[config.mk]
export PLATFORM = sky130hd
export DESIGN_NAME = pulse_saw_sound_generator_unit
export DESIGN_NICKNAME = d
export VERILOG_FILES = /design/src/rtl/core/pssg_pkg.sv /design/src/rtl/core/pulse_saw_sound_generator_unit.sv
export SDC_FILE = /design/constraint.sdc
export NUM_CORES = 1
export LEC_CHECK = 0
export BUFFER_PORTS_ARGS = -buffer_cell sky130_fd_sc_hd__buf_2
export CAP_MARGIN = 10
export CORE_MARGIN = 2
export CORE_UTILIZATION = 45
export CTS_BUF_LIST = sky130_fd_sc_hd__clkbuf_2 sky130_fd_sc_hd__clkbuf_4 sky130_fd_sc_hd__clkbuf_8
export DETAILED_ROUTE_END_ITERATION = 16
export MAX_ROUTING_LAYER = met4
export PLACE_DENSITY_LB_ADDON = 0.15
export SLEW_MARGIN = 20
export SYNTH_ARGS = -nofsm -noshare
export SYNTH_HDL_FRONTEND = slang
export SYNTH_SLANG_ARGS = --single-unit
[constraint.sdc]
create_clock -name clk -period 7.5 [get_ports clk]
set_input_delay 1.125 -clock clk [delete_from_list [all_inputs] [get_ports clk]]
set_output_delay 1.125 -clock clk [all_outputs]
set_load 0.05 [all_outputs]
[src/rtl/core/pssg_pkg.sv]
// ----------------------------------------------------------------------------
// pssg_pkg
// Shared constants and types for the pulse/saw sound generator: register
// decode values, field widths and the level scaling function.
// ----------------------------------------------------------------------------
`default_nettype none

package pssg_pkg;

  // Write address decode.
  localparam logic [15:0] ADDR_MASK  = 16'hF003;
  localparam logic [3:0]  PAGE_PLS_A = 4'h9;
  localparam logic [3:0]  PAGE_PLS_B = 4'hA;
  localparam logic [3:0]  PAGE_SAW   = 4'hB;
  localparam logic [1:0]  OFS_UNUSED = 2'd3;

  // Item kinds carried on the input tuser bit.
  localparam logic FUNC_TICK  = 1'b0;
  localparam logic FUNC_WRITE = 1'b1;

  // Configuration register indexes.
  localparam logic CFG_IDX_MUTE = 1'b0;

  // Field widths.
  localparam int MIX_W   = 14;
  localparam int PLS_W   = 12;
  localparam int SAW_W   = 13;
  localparam int PCNT_W  = 13;
  localparam int SCNT_W  = 14;
  localparam int ACC_W   = 9;
  localparam int MUTE_W  = 3;

  // Mute mask bit positions.
  localparam int MUTE_PLS_A = 0;
  localparam int MUTE_PLS_B = 1;
  localparam int MUTE_SAW   = 2;

  // Saw step on which the accumulator wraps back to zero.
  localparam logic [2:0] SAW_LAST_STEP = 3'd6;

  typedef logic [7:0] voice_reg_t;

  // Scale a 5-bit level by 192 (x128 + x64).
  function automatic logic [SAW_W-1:0] scale192(input logic [4:0] lvl);
    logic [SAW_W-1:0] ext;
    ext = {{(SAW_W-5){1'b0}}, lvl};
    return (ext << 7) + (ext << 6);
  endfunction

endpackage

`default_nettype wire

[src/rtl/core/pulse_saw_sound_generator_unit.sv]
// Latency: a tick item's result is valid in the cycle after the item is taken.
// Throughput: one item per cycle unless stalled; only stage: the output register.
// A register write item changes voice state and returns no result.
// Reset (synchronous, rst_n low) clears all voice registers, counters,
// the mute mask and the output valid flag.
// ----------------------------------------------------------------------------
// pulse_saw_sound_generator_unit
// Two pulse voices and one sawtooth voice. Each input transfer is either a
// voice register write or one clock tick that yields the three voice levels
// and their sum.
// ----------------------------------------------------------------------------
`default_nettype none

module pulse_saw_sound_generator_unit
  import pssg_pkg::*;
(
  input  wire logic        clk,
  input  wire logic        rst_n,
  // Input stream.
  input  wire logic        in_tvalid,
  output logic             in_tready,
  input  wire logic [23:0] in_tdata,   // [15:0] addr, [23:16] data
  input  wire logic [0:0]  in_tuser,   // [0] func
  // Result stream.
  output logic             out_tvalid,
  input  wire logic        out_tready,
  output logic [55:0]      out_tdata,  // [13:0] mix_level, [25:14] pulse_a_level,
                                       // [37:26] pulse_b_level, [50:38] saw_level
  // Configuration port.
  input  wire logic        cfg_psel,
  input  wire logic        cfg_penable,
  input  wire logic        cfg_pwrite,
  input  wire logic [2:0]  cfg_paddr,
  input  wire logic [31:0] cfg_pwdata,
  output logic [31:0]      cfg_prdata,
  output logic             cfg_pready
);

  // Voice registers and counters.
  voice_reg_t              pls_regs_r [6];
  voice_reg_t              pls_regs_nxt [6];
  voice_reg_t              saw_regs_r [3];
  voice_reg_t              saw_regs_nxt [3];
  logic [PCNT_W-1:0]       pls_cnt_r [2];
  logic [PCNT_W-1:0]       pls_cnt_nxt [2];
  logic [3:0]              pls_duty_r [2];
  logic [3:0]              pls_duty_nxt [2];
  logic [SCNT_W-1:0]       saw_cnt_r, saw_cnt_nxt;
  logic [ACC_W-1:0]        saw_acc_r, saw_acc_nxt;
  logic [2:0]              saw_step_r, saw_step_nxt;
  logic [MUTE_W-1:0]       mute_r;

  // Output register.
  logic                    out_valid_r, out_valid_nxt;
  logic [55:0]             out_data_r, out_data_nxt;

  logic                    in_xfer;
  logic                    is_tick;
  logic                    is_write;
  logic [15:0]             addr;
  logic [7:0]              wdata;
  logic [15:0]             addr_m;
  logic [PLS_W-1:0]        pls_lvl [2];
  logic [SAW_W-1:0]        saw_lvl;
  logic [MIX_W-1:0]        mix_lvl;

  // Handshake: a new item is taken whenever the output slot is free or drains.
  assign in_tready = !out_valid_r || out_tready;
  assign in_xfer   = in_tvalid && in_tready;
  assign is_tick   = in_xfer && (in_tuser[0] == FUNC_TICK);
  assign is_write  = in_xfer && (in_tuser[0] == FUNC_WRITE);
  assign addr      = in_tdata[15:0];
  assign wdata     = in_tdata[23:16];
  assign addr_m    = addr & ADDR_MASK;

  // Register writes from the input stream.
  always_comb begin
    for (int i = 0; i < 6; i++) begin
      pls_regs_nxt[i] = pls_regs_r[i];
    end
    for (int i = 0; i < 3; i++) begin
      saw_regs_nxt[i] = saw_regs_r[i];
    end
    if (is_write && (addr_m[1:0] != OFS_UNUSED)) begin
      case (addr_m[15:12])
        PAGE_PLS_A: pls_regs_nxt[{1'b0, addr_m[1:0]}] = wdata;
        PAGE_PLS_B: pls_regs_nxt[3'd3 + {1'b0, addr_m[1:0]}] = wdata;
        PAGE_SAW:   saw_regs_nxt[addr_m[1:0]] = wdata;
        default: ;
      endcase
    end
  end

  // Pulse voices: level from the current state, then counter advance.
  always_comb begin
    for (int v = 0; v < 2; v++) begin
      logic [7:0]        r0, r1, r2;
      logic              run;
      logic [PLS_W-1:0]  amp;
      r0  = pls_regs_r[v*3];
      r1  = pls_regs_r[v*3+1];
      r2  = pls_regs_r[v*3+2];
      run = r2[7] && !mute_r[v];
      amp = PLS_W'(scale192({1'b0, r0[3:0]}));
      pls_cnt_nxt[v]  = pls_cnt_r[v];
      pls_duty_nxt[v] = pls_duty_r[v];
      if (!run) begin
        pls_lvl[v] = '0;
      end else if (r0[7]) begin
        pls_lvl[v] = amp;
      end else begin
        pls_lvl[v] = (pls_duty_r[v] > {1'b0, r0[6:4]}) ? amp : '0;
        if (is_tick) begin
          if (pls_cnt_r[v] <= PCNT_W'(1)) begin
            pls_cnt_nxt[v]  = {1'b0, r2[3:0], r1} + PCNT_W'(1);
            pls_duty_nxt[v] = pls_duty_r[v] + 4'd1;
          end else begin
            pls_cnt_nxt[v] = pls_cnt_r[v] - PCNT_W'(1);
          end
        end
      end
    end
  end

  // Saw voice: level from accumulator bits 7..3, then counter advance.
  always_comb begin
    logic [PCNT_W-1:0] per1;
    per1         = {1'b0, saw_regs_r[2][3:0], saw_regs_r[1]} + PCNT_W'(1);
    saw_cnt_nxt  = saw_cnt_r;
    saw_acc_nxt  = saw_acc_r;
    saw_step_nxt = saw_step_r;
    if (!saw_regs_r[2][7] || mute_r[MUTE_SAW]) begin
      saw_lvl = '0;
    end else begin
      saw_lvl = scale192(saw_acc_r[7:3]);
      if (is_tick) begin
        if (saw_cnt_r <= SCNT_W'(1)) begin
          saw_cnt_nxt = {per1, 1'b0};
          if (saw_step_r == SAW_LAST_STEP) begin
            saw_step_nxt = '0;
            saw_acc_nxt  = '0;
          end else begin
            saw_step_nxt = saw_step_r + 3'd1;
            saw_acc_nxt  = saw_acc_r + {3'b0, saw_regs_r[0][5:0]};
          end
        end else begin
          saw_cnt_nxt = saw_cnt_r - SCNT_W'(1);
        end
      end
    end
  end

  // Mix and output register next value.
  always_comb begin
    mix_lvl = {2'b0, pls_lvl[0]} + {2'b0, pls_lvl[1]} + {1'b0, saw_lvl};
    out_valid_nxt = out_valid_r;
    out_data_nxt  = out_data_r;
    if (out_valid_r && out_tready) begin
      out_valid_nxt = 1'b0;
    end
    if (is_tick) begin
      out_valid_nxt = 1'b1;
      out_data_nxt  = {5'b0, saw_lvl, pls_lvl[1], pls_lvl[0], mix_lvl};
    end
  end

  // State registers.
  always_ff @(posedge clk) begin
    if (!rst_n) begin
      for (int i = 0; i < 6; i++) begin
        pls_regs_r[i] <= '0;
      end
      for (int i = 0; i < 3; i++) begin
        saw_regs_r[i] <= '0;
      end
      for (int v = 0; v < 2; v++) begin
        pls_cnt_r[v]  <= '0;
        pls_duty_r[v] <= '0;
      end
      saw_cnt_r   <= '0;
      saw_acc_r   <= '0;
      saw_step_r  <= '0;
      out_valid_r <= 1'b0;
    end else begin
      pls_regs_r  <= pls_regs_nxt;
      saw_regs_r  <= saw_regs_nxt;
      pls_cnt_r   <= pls_cnt_nxt;
      pls_duty_r  <= pls_duty_nxt;
      saw_cnt_r   <= saw_cnt_nxt;
      saw_acc_r   <= saw_acc_nxt;
      saw_step_r  <= saw_step_nxt;
      out_valid_r <= out_valid_nxt;
    end
  end

  // Result payload needs no reset.
  always_ff @(posedge clk) begin
    out_data_r <= out_data_nxt;
  end

  assign out_tvalid = out_valid_r;
  assign out_tdata  = out_data_r;

  // Configuration port: the mute mask at byte address 0.
  always_ff @(posedge clk) begin
    if (!rst_n) begin
      mute_r <= '0;
    end else if (cfg_psel && cfg_penable && cfg_pwrite && cfg_pready &&
                 (cfg_paddr[2] == CFG_IDX_MUTE)) begin
      mute_r <= cfg_pwdata[MUTE_W-1:0];
    end
  end

  assign cfg_pready = 1'b1;
  assign cfg_prdata = (cfg_paddr[2] == CFG_IDX_MUTE) ? {29'b0, mute_r} : 32'b0;

endmodule

`default_nettype wire

==> results of run 1 <==
[layout make-up]
cell class	instances	area [um2]
Antenna cell	2	5.00
Clock buffer	22	282
Clock inverter	9	77.6
Fill cell	1951	9910
Inverter	49	184
Multi-Input combinational cell	777	5100
Sequential cell	151	3290
Tap cell	265	332
Timing Repair Buffer	64	338
[power groups by stage]
stage | Clock (mW) | Combinational, mW | Sequential (mW)
detailed placement | 0 | 0.142 | 0.851
finish | 0.582 | 0.142 | 0.832
global route | 0.639 | 0.149 | 0.832
CTS | 0.602 | 0.143 | 0.832
global placement | 0 | 0.142 | 0.851
floorplan | 0 | 0.119 | 0.870
[stage by stage]
step / hold slack [ns] / cells / utilization (%) / area [um2]
2_1_floorplan: 0.433 / 1082 / - / 9200
3_3_place_gp: 0.443 / 1306 / 47.4 / 9250
4_1_cts: 0.461 / 1337 / 49.2 / 9610
6_report: 0.463 / 1339 / 49.2 / 9610
5_1_grt: 0.490 / 1339 / 49.2 / 9610
3_5_place_dp: 0.450 / 1306 / 47.4 / 9250
[worst register-to-register path, cell delays in order (launching register included)]
cell      delay [ns]
dfxtp_1         0.35
ha_1            0.30
nor2b_1         0.13
o21ai_0         0.08
a32oi_1         0.18
o311a_1         0.38
nand2_1         0.13
fa_1            0.55
inv_1           0.05
ha_1            0.22
fa_1            0.41
a21o_1          0.20
a21oi_1         0.22
nor2b_1         0.07
o21ai_0         0.15
nand2b_1        0.07
[kinds of logic after synthesis]
logic type	share of synthesized area, %
and+or+nand+nor	19.6
adders and majority gates	9.27
buffers and inverters	9.05
other	0.0836
muxes	5.01
xor gates and xnor gates	4.48
AOI/OAI and AO/OA	15.8
DFF	36.7
[path summary, 6_finish.rpt]
check / startpoint / end / slack [ns]
setup reg to reg: pls_duty_r[5] / out_tdata[13] / 3.78
setup / recovery: pls_duty_r[5] / out_tdata[13] / 3.78
hold / removal: saw_acc_r[0] / saw_acc_r[0] / 0.46
hold reg to reg: saw_acc_r[0] / saw_acc_r[0] / 0.46
[cells in the mapped netlist, types with 7 or more instances]
cell      instances  area [um2]
a211oi_1         12        90.1
a21oi_1          69         345
a31oi_1           8        50.1
a32oi_1           7        61.3
and2_1           13        81.3
and3_1           10        62.6
buf_4            59         443
clkbuf_1         36         135
dfxtp_1         124        2480
edfxtp_1         27         811
fa_1             11         220
ha_1             49         613
inv_1            48         180
mux2i_1          45         450
nand2_1          77         289
nand2b_1          9        56.3
nand3_1          65         325
nand4_1          12        75.1
nor2_1           83         312
nor2b_1           9        56.3
nor3_1           26         130
nor4_1           12        75.1
o211ai_1          8        60.1
o21ai_0          44         220
or4_1             8        60.1
xnor2_1          28         245
xor2_1           18         158
[registers in the layout, summed over array words and instances, names as in the netlist]
register    flops
out_tdata      27
saw_step_r      3
pls_duty_r      8
saw_acc_r       8
saw_regs_r     19
pls_regs_r     42
mute_r          3
pls_cnt_r      26
saw_cnt_r      14
out_tvalid      1
[cells in the final DEF, fill, tap and decap left out, types with 8 or more instances in the layout]
| cell | Yosys | routed |
|---|---|---|
| o211ai_1 | 8 | 8 |
| and3_1 | 10 | 10 |
| a211oi_1 | 12 | 12 |
| fa_1 | 11 | 11 |
| nand2_1 | 77 | 77 |
| nand2b_1 | 9 | 9 |
| a21oi_1 | 69 | 69 |
| inv_1 | 48 | 48 |
| edfxtp_1 | 27 | 27 |
| nor2b_1 | 9 | 9 |
| or4_1 | 8 | 8 |
| nor4_1 | 12 | 12 |
| clkbuf_8 | 0 | 19 |
| o21ai_0 | 44 | 44 |
| conb_1 | 2 | 59 |
| mux2i_1 | 45 | 45 |
| nor2_1 | 83 | 82 |
| and2_1 | 13 | 13 |
| nand4_1 | 12 | 12 |
| xnor2_1 | 28 | 28 |
| ha_1 | 49 | 49 |
| xor2_1 | 18 | 18 |
| buf_2 | 5 | 57 |
| nand3_1 | 65 | 65 |
| dfxtp_1 | 124 | 124 |
| a31oi_1 | 8 | 8 |
| nor3_1 | 26 | 26 |
[layer usage]
metal  track usage [%]  vias to the layer above
met5                 -                        -
met4              3.43                        0
met2              31.3                      124
met3              4.28                        4
li1                  -                     3617
met1              25.8                     3416
==> results.py, run 1 <==
metrics = {
    "timing": {
        "finalSetupTns_ns": 0,
        "drv_slew": 0,
        "finClkSkew_ns": 0.0123,
        "finalHoldViolations": 0,
        "setup_viol": 0,
        "fmax_ghz": 0.269,
        "period_share_pct": 49.6,
        "rsz0062_at_grt": "no",
        "period_needed_ns": 3.72,
        "setup_ws_ns": 3.78,
        "worst_slew_pin_slew_ns": 0.847,
        "max_slew_margin_pct": 43.3,
    },
    "worst_setup_path": {
        "crit_type": "flip-flop to flip-flop",
        "slowest_stage": "fa_1",
        "crit_chain": "ha_1 > nor2b_1 > o21ai_0 > a32oi_1 > o311a_1 > nand2_1 > fa_1 > inv_1 > ha_1 > fa_1 > a21o_1 > a21oi_1 > nor2b_1 > o21ai_0 > nand2b_1",
        "cp_data_required_time_ns": 7.71,
        "end_kind": "flip-flop",
        "arrival_ns": 3.93,
        "rr_worst_depth": 15,
        "worst_setup_path_start_kind": "flip-flop",
        "max_stage_delay_ns": 0.55,
        "path_max_fanout": 10,
        "crit_buf_inv": 1,
        "cp_top_family": "adder cells",
        "path_depth": 15,
    },
    "detailed_routing": {
        "wl_per_cell_um": 15.1,
        "wl_met2_mm": 9.62,
        "top_layer": "met4",
        "ant_nets": 0,
        "drt_iter0_drc": 371,
        "wl_met3_um": 755,
        "wl_met1_mm": 9.74,
        "viasPerCell": 5.35,
        "drc": 0,
        "vias": 7161,
        "dr.pass1.iters": 5,
        "wl_mm": 20.2,
    },
    "clocking": {
        "clk_latency_ns": 0.45,
        "cts_max_path_buffers": 2,
        "clock_sinks": 151,
        "post_cts_resized": 0,
        "htreeDepth": 4,
        "clkTransAtPathRegs_ns": 0.08,
        "cts_root_buffer": "clkbuf_8",
        "cts_setup_buffers": 0,
        "numCtsBuffers": 17,
        "cts_hold_buffers": 0,
        "cts_tree": "yes",
    },
    "power_and_ir_drop": {
        "p_int_mw": 1.13,
        "peakVddDrop_mv": 0.105,
        "p_sw_share_pct": 27.3,
        "power_switching_mw": 0.425,
        "total_power_mw": 1.56,
        "power.density_nw_per_um2": 162,
        "power.share.sequential_pct": 53.5,
        "pwr-share-clk_pct": 37.4,
        "combPwrFrac_pct": 9.2,
        "p_leak_nw": 3.92,
    },
    "synthesis": {
        "synth_flop_cell": "dfxtp_1",
        "synth_edf_count": 27,
        "syn_area_um2": 8980,
        "ys_warn_count": 0,
        "ys_ff_latch": 151,
        "async_flop_share_pct": 0,
        "avgSynthCellArea_um2": 8.77,
        "synth_cell_types": 77,
        "yosysSeqAreaShare_pct": 36.7,
        "netlist_instances": 1025,
    },
    "placement": {
        "pre_cts_slack_ns": 3.77,
        "hpwl_mm": 14.5,
        "gp_congestion": 0.843,
        "numPortBuffers": 57,
    },
    "floorplanning": {
        "die_y_um": 145,
        "initial_core_util_pct": 46.0,
        "row_count": 51,
        "core_area_um2": 19500,
        "die-area_um2": 21100,
        "io_pins": 158,
        "die_w_um": 145,
    },
    "layout": {
        "synthToLayoutAreaGrowth_pct": 6.98,
        "drive_above_1_share_pct": 11.0,
        "fin_nets": 1187,
    },
    "hold_path": {
        "whs_path_depth": 2,
        "min_path_type": "flip-flop to flip-flop",
    },
    "global_route": {
        "gr-total-overflow": 0,
        "antenna_found_initial": 2,
        "grt_max_degree": 52,
        "grt_pass1_vias": 6499,
        "grt_pass1_wl_mm": 32.9,
        "grt_use_total_pct": 19.5,
    },
    "job": {
        "cap_violations": 0,
    },
    "outcome": {
        "status": "completed",
    },
}
(Power assumes the default switching activity.)
==> run 2, diff against run 1 <==
--- a/config.mk
+++ b/config.mk
@@ -5,6 +5,7 @@
 export SDC_FILE = /design/constraint.sdc
 export NUM_CORES = 1
 export LEC_CHECK = 0
+export ABC_AREA = 1
 export BUFFER_PORTS_ARGS = -buffer_cell sky130_fd_sc_hd__buf_2
 export CAP_MARGIN = 10
 export CORE_MARGIN = 2
==> constraint.sdc (replaced) <==
create_clock -name clk -period 3.07 [get_ports clk]
set_input_delay 0.4605 -clock clk [delete_from_list [all_inputs] [get_ports clk]]
set_output_delay 0.4605 -clock clk [all_outputs]
set_load 0.05 [all_outputs]
==> run 2 against run 1 <==
Die area increased by 7.2%. Register-to-register slack worse by 3.8 ns. Sequential share of layout area down 3.9 points. Critical path depth fell by 1. Hold slack worse by 0.18 ns. Sequential power up 140%. Routed wire length rose by 10%. Sequential cell count did not move. Largest power group unchanged. Combinational power rose to 2.8 times the previous value. Largest cell class unchanged.
==> results.py, run 2 <==
metrics = {
    "timing": {
        "finalHoldViolations": 0,
        "period_share_pct": 99.8,
        "finalSetupTns_ns": 0,
        "setup_viol": 0,
        "max_slew_margin_pct": 60.4,
        "fmax_ghz": 0.326,
        "period_needed_ns": 3.06,
        "drv_slew": 0,
        "worst_slew_pin_slew_ns": 0.594,
        "finClkSkew_ns": 0.00637,
        "rsz0062_at_grt": "yes",
    },
    "worst_setup_path": {
        "cp_data_required_time_ns": 3.29,
        "critPathMostFrequentCell": "nor2_1",
        "crit_chain": "ha_1 > a21oi_1 > nor2_1 > nor2_1 > xor2_1 > nor2_2 > fa_1 > ha_4 > a21oi_2 > inv_1 > a31oi_4 > nor2_1 > nor2_1 > o21bai_1",
        "slowest_stage": "fa_1",
        "max_stage_delay_ns": 0.55,
        "end_kind": "flip-flop",
        "reg2reg_slack_ns": 0.006,
        "worst_setup_path_start_kind": "flip-flop",
        "arrival_ns": 3.28,
        "crit_type": "flip-flop to flip-flop",
        "path_max_fanout": 6,
    },
    "layout": {
        "fillCellCount": 2123,
        "drive_above_1_share_pct": 15.8,
        "final_common_cell": "nand2_1",
        "synthToLayoutAreaGrowth_pct": 12.7,
        "layout_common_cells": "nand2_1, nor2_1, inv_1, dfxtp_1, nand3_1",
        "regMostFlops": "pls_regs_r",
        "fin_nets": 1614,
        "largest_reg_flops": 42,
    },
    "floorplanning": {
        "initial_core_util_pct": 45.9,
        "die_y_um": 150,
        "core_area_um2": 21000,
        "io_pins": 158,
        "die_w_um": 150,
        "row_count": 53,
        "die-area_um2": 22600,
    },
    "global_route": {
        "grt_pass1_vias": 7442,
        "grt_pass1_wl_mm": 36.1,
        "grt_use_total_pct": 20.7,
        "antenna_found_initial": 1,
        "grt_max_degree": 56,
        "gr-total-overflow": 0,
    },
    "power_and_ir_drop": {
        "combPwrFrac_pct": 10.1,
        "power.density_nw_per_um2": 362,
        "p_int_mw": 2.75,
        "power.share.sequential_pct": 51.7,
        "power_switching_mw": 1.19,
        "total_power_mw": 3.93,
        "pwr-share-clk_pct": 38.2,
        "p_sw_share_pct": 30.2,
        "p_leak_nw": 5.18,
        "peakVddDrop_mv": 0.239,
    },
    "clocking": {
        "cts_tree": "yes",
        "htreeDepth": 4,
        "clk_latency_ns": 0.46,
        "clkTransAtPathRegs_ns": 0.09,
        "cts_max_path_buffers": 2,
        "cts_root_buffer": "clkbuf_8",
        "clock_sinks": 151,
        "numCtsBuffers": 17,
    },
    "detailed_routing": {
        "vias": 8348,
        "ant_nets": 0,
        "wl_mm": 22.3,
        "wl_per_cell_um": 12.6,
        "drt_iter0_drc": 409,
        "dr.pass1.iters": 5,
        "viasPerCell": 4.70,
        "drc": 0,
    },
    "placement": {
        "hpwl_mm": 16.4,
        "numPortBuffers": 57,
        "gp_congestion": 0.957,
    },
    "synthesis": {
        "synth_edf_count": 27,
        "async_flop_share_pct": 0,
        "synth_top_area_share_pct": 25.7,
        "synth_top_cell_by_area": "dfxtp_1",
        "synth.area.top_cells": "dfxtp_1, nand2_1, nor2_1",
        "avgSynthCellArea_um2": 6.93,
        "ys_warn_count": 0,
        "yosys.cell_count.top_type": "nand2_1",
        "ys_ff_latch": 151,
        "synth_flop_cell": "dfxtp_1",
        "ys_top_cells_by_count": "nand2_1, nor2_1, inv_1",
        "synth_cell_types": 43,
        "yosysSeqAreaShare_pct": 34.1,
        "syn_area_um2": 9650,
        "netlist_instances": 1393,
    },
    "job": {
        "cap_violations": 0,
    },
    "outcome": {
        "status": "completed",
    },
    "hold_path": {
        "min_path_type": "input pin to flip-flop",
    },
}
==> run 2: cell count changes after synthesis, sizes merged, moves of 23 or more <==
cell and delta:
mux2i -45, clkbuf -25, nand2 +282, nor2 +167, o21ai +23, inv +131
==> run 2: kinds of logic (layout without fill, tap and decap cells) <==
family,after synthesis,count (layout),synth area share [%]
other cells,2,60,0.0778
buf+inv,267,317,13.4
flops,151,151,34.1
fa+ha+maj,60,60,8.64
xor+xnor,47,47,4.27
compound gates,152,152,8.36
simple gates,714,714,31.1
==> run 2: cell type report <==
| type | instances | area [um2] | share of cell area, % |
|---|---|---|---|
| Inverter | 182 | 688 | 6.33 |
| Tap cell | 275 | 344 | 3.16 |
| Clock inverter | 15 | 143 | 1.31 |
| Clock buffer | 17 | 234 | 2.15 |
| Timing Repair Buffer | 103 | 647 | 5.95 |
| Multi-Input combinational cell | 1032 | 5510 | 50.7 |
| Sequential cell | 151 | 3300 | 30.4 |
| Antenna cell | 1 | 2.50 | 0.0230 |
==> run 2: routing by layer <==
metal	track usage (%)	routed length, um
met1	26.7	10500
met2	33.9	10400
met3	3.06	884
met4	6.18	435
met5	-	0
==> run 2: path summary, 6_finish.rpt <==
kind | endpoint | cells after the start | startpoint
worst max-delay path | out_tdata[13] | 14 | pls_regs_r[42]
worst min register to register | saw_acc_r[0] | 2 | saw_acc_r[0]
worst max register to register | out_tdata[13] | 14 | pls_regs_r[42]
worst min-delay path | mute_r[1] | 3 | cfg_pwdata[1]
==> run 2: power by group through the flow <==
stage                     clock [mW]  sequential [mW]  combinational, mW
after floorplan                    0             2.13              0.323
after global placement             0             2.08              0.392
after detailed placement           0             2.08              0.393
after CTS                       1.54             2.04              0.394
after global routing            1.63             2.04              0.422
final                           1.50             2.03              0.396
==> run 2: what timing repair did <==
item,4_1_cts,5_1_grt
pin swaps,9,28
buffers inserted,1,6
hold buffers,0,0
endpoints found under the setup margin,4,5
gates resized for setup,20,48
==> run 2: worst max-delay path, delay by kind of cell (launching register included) <==
kind | cells | cell delay, ns
XOR/XNOR | 1 | 0.25
AO/OA/AOI/OAI | 4 | 0.53
adder cells (fa/ha/maj) | 3 | 1.05
AND/OR/NAND/NOR | 5 | 0.41
flip-flops | 1 | 0.49
buffers and inverters | 1 | 0.08
==> run 2: stage by stage <==
step	util (%)	setup WS [ns]	hold slack, ns	cell area, um2	instances
final	51.7	0.00630	0.279	10900	1776
after global routing	51.7	-0.145	0.286	10900	1776
after CTS	50.6	0.0105	0.259	10600	1769
after detailed placement	48.5	-0.146	0.451	10200	1736
after global placement	48.5	-0.149	0.442	10200	1736
after floorplan	-	0.0160	0.430	9860	1450
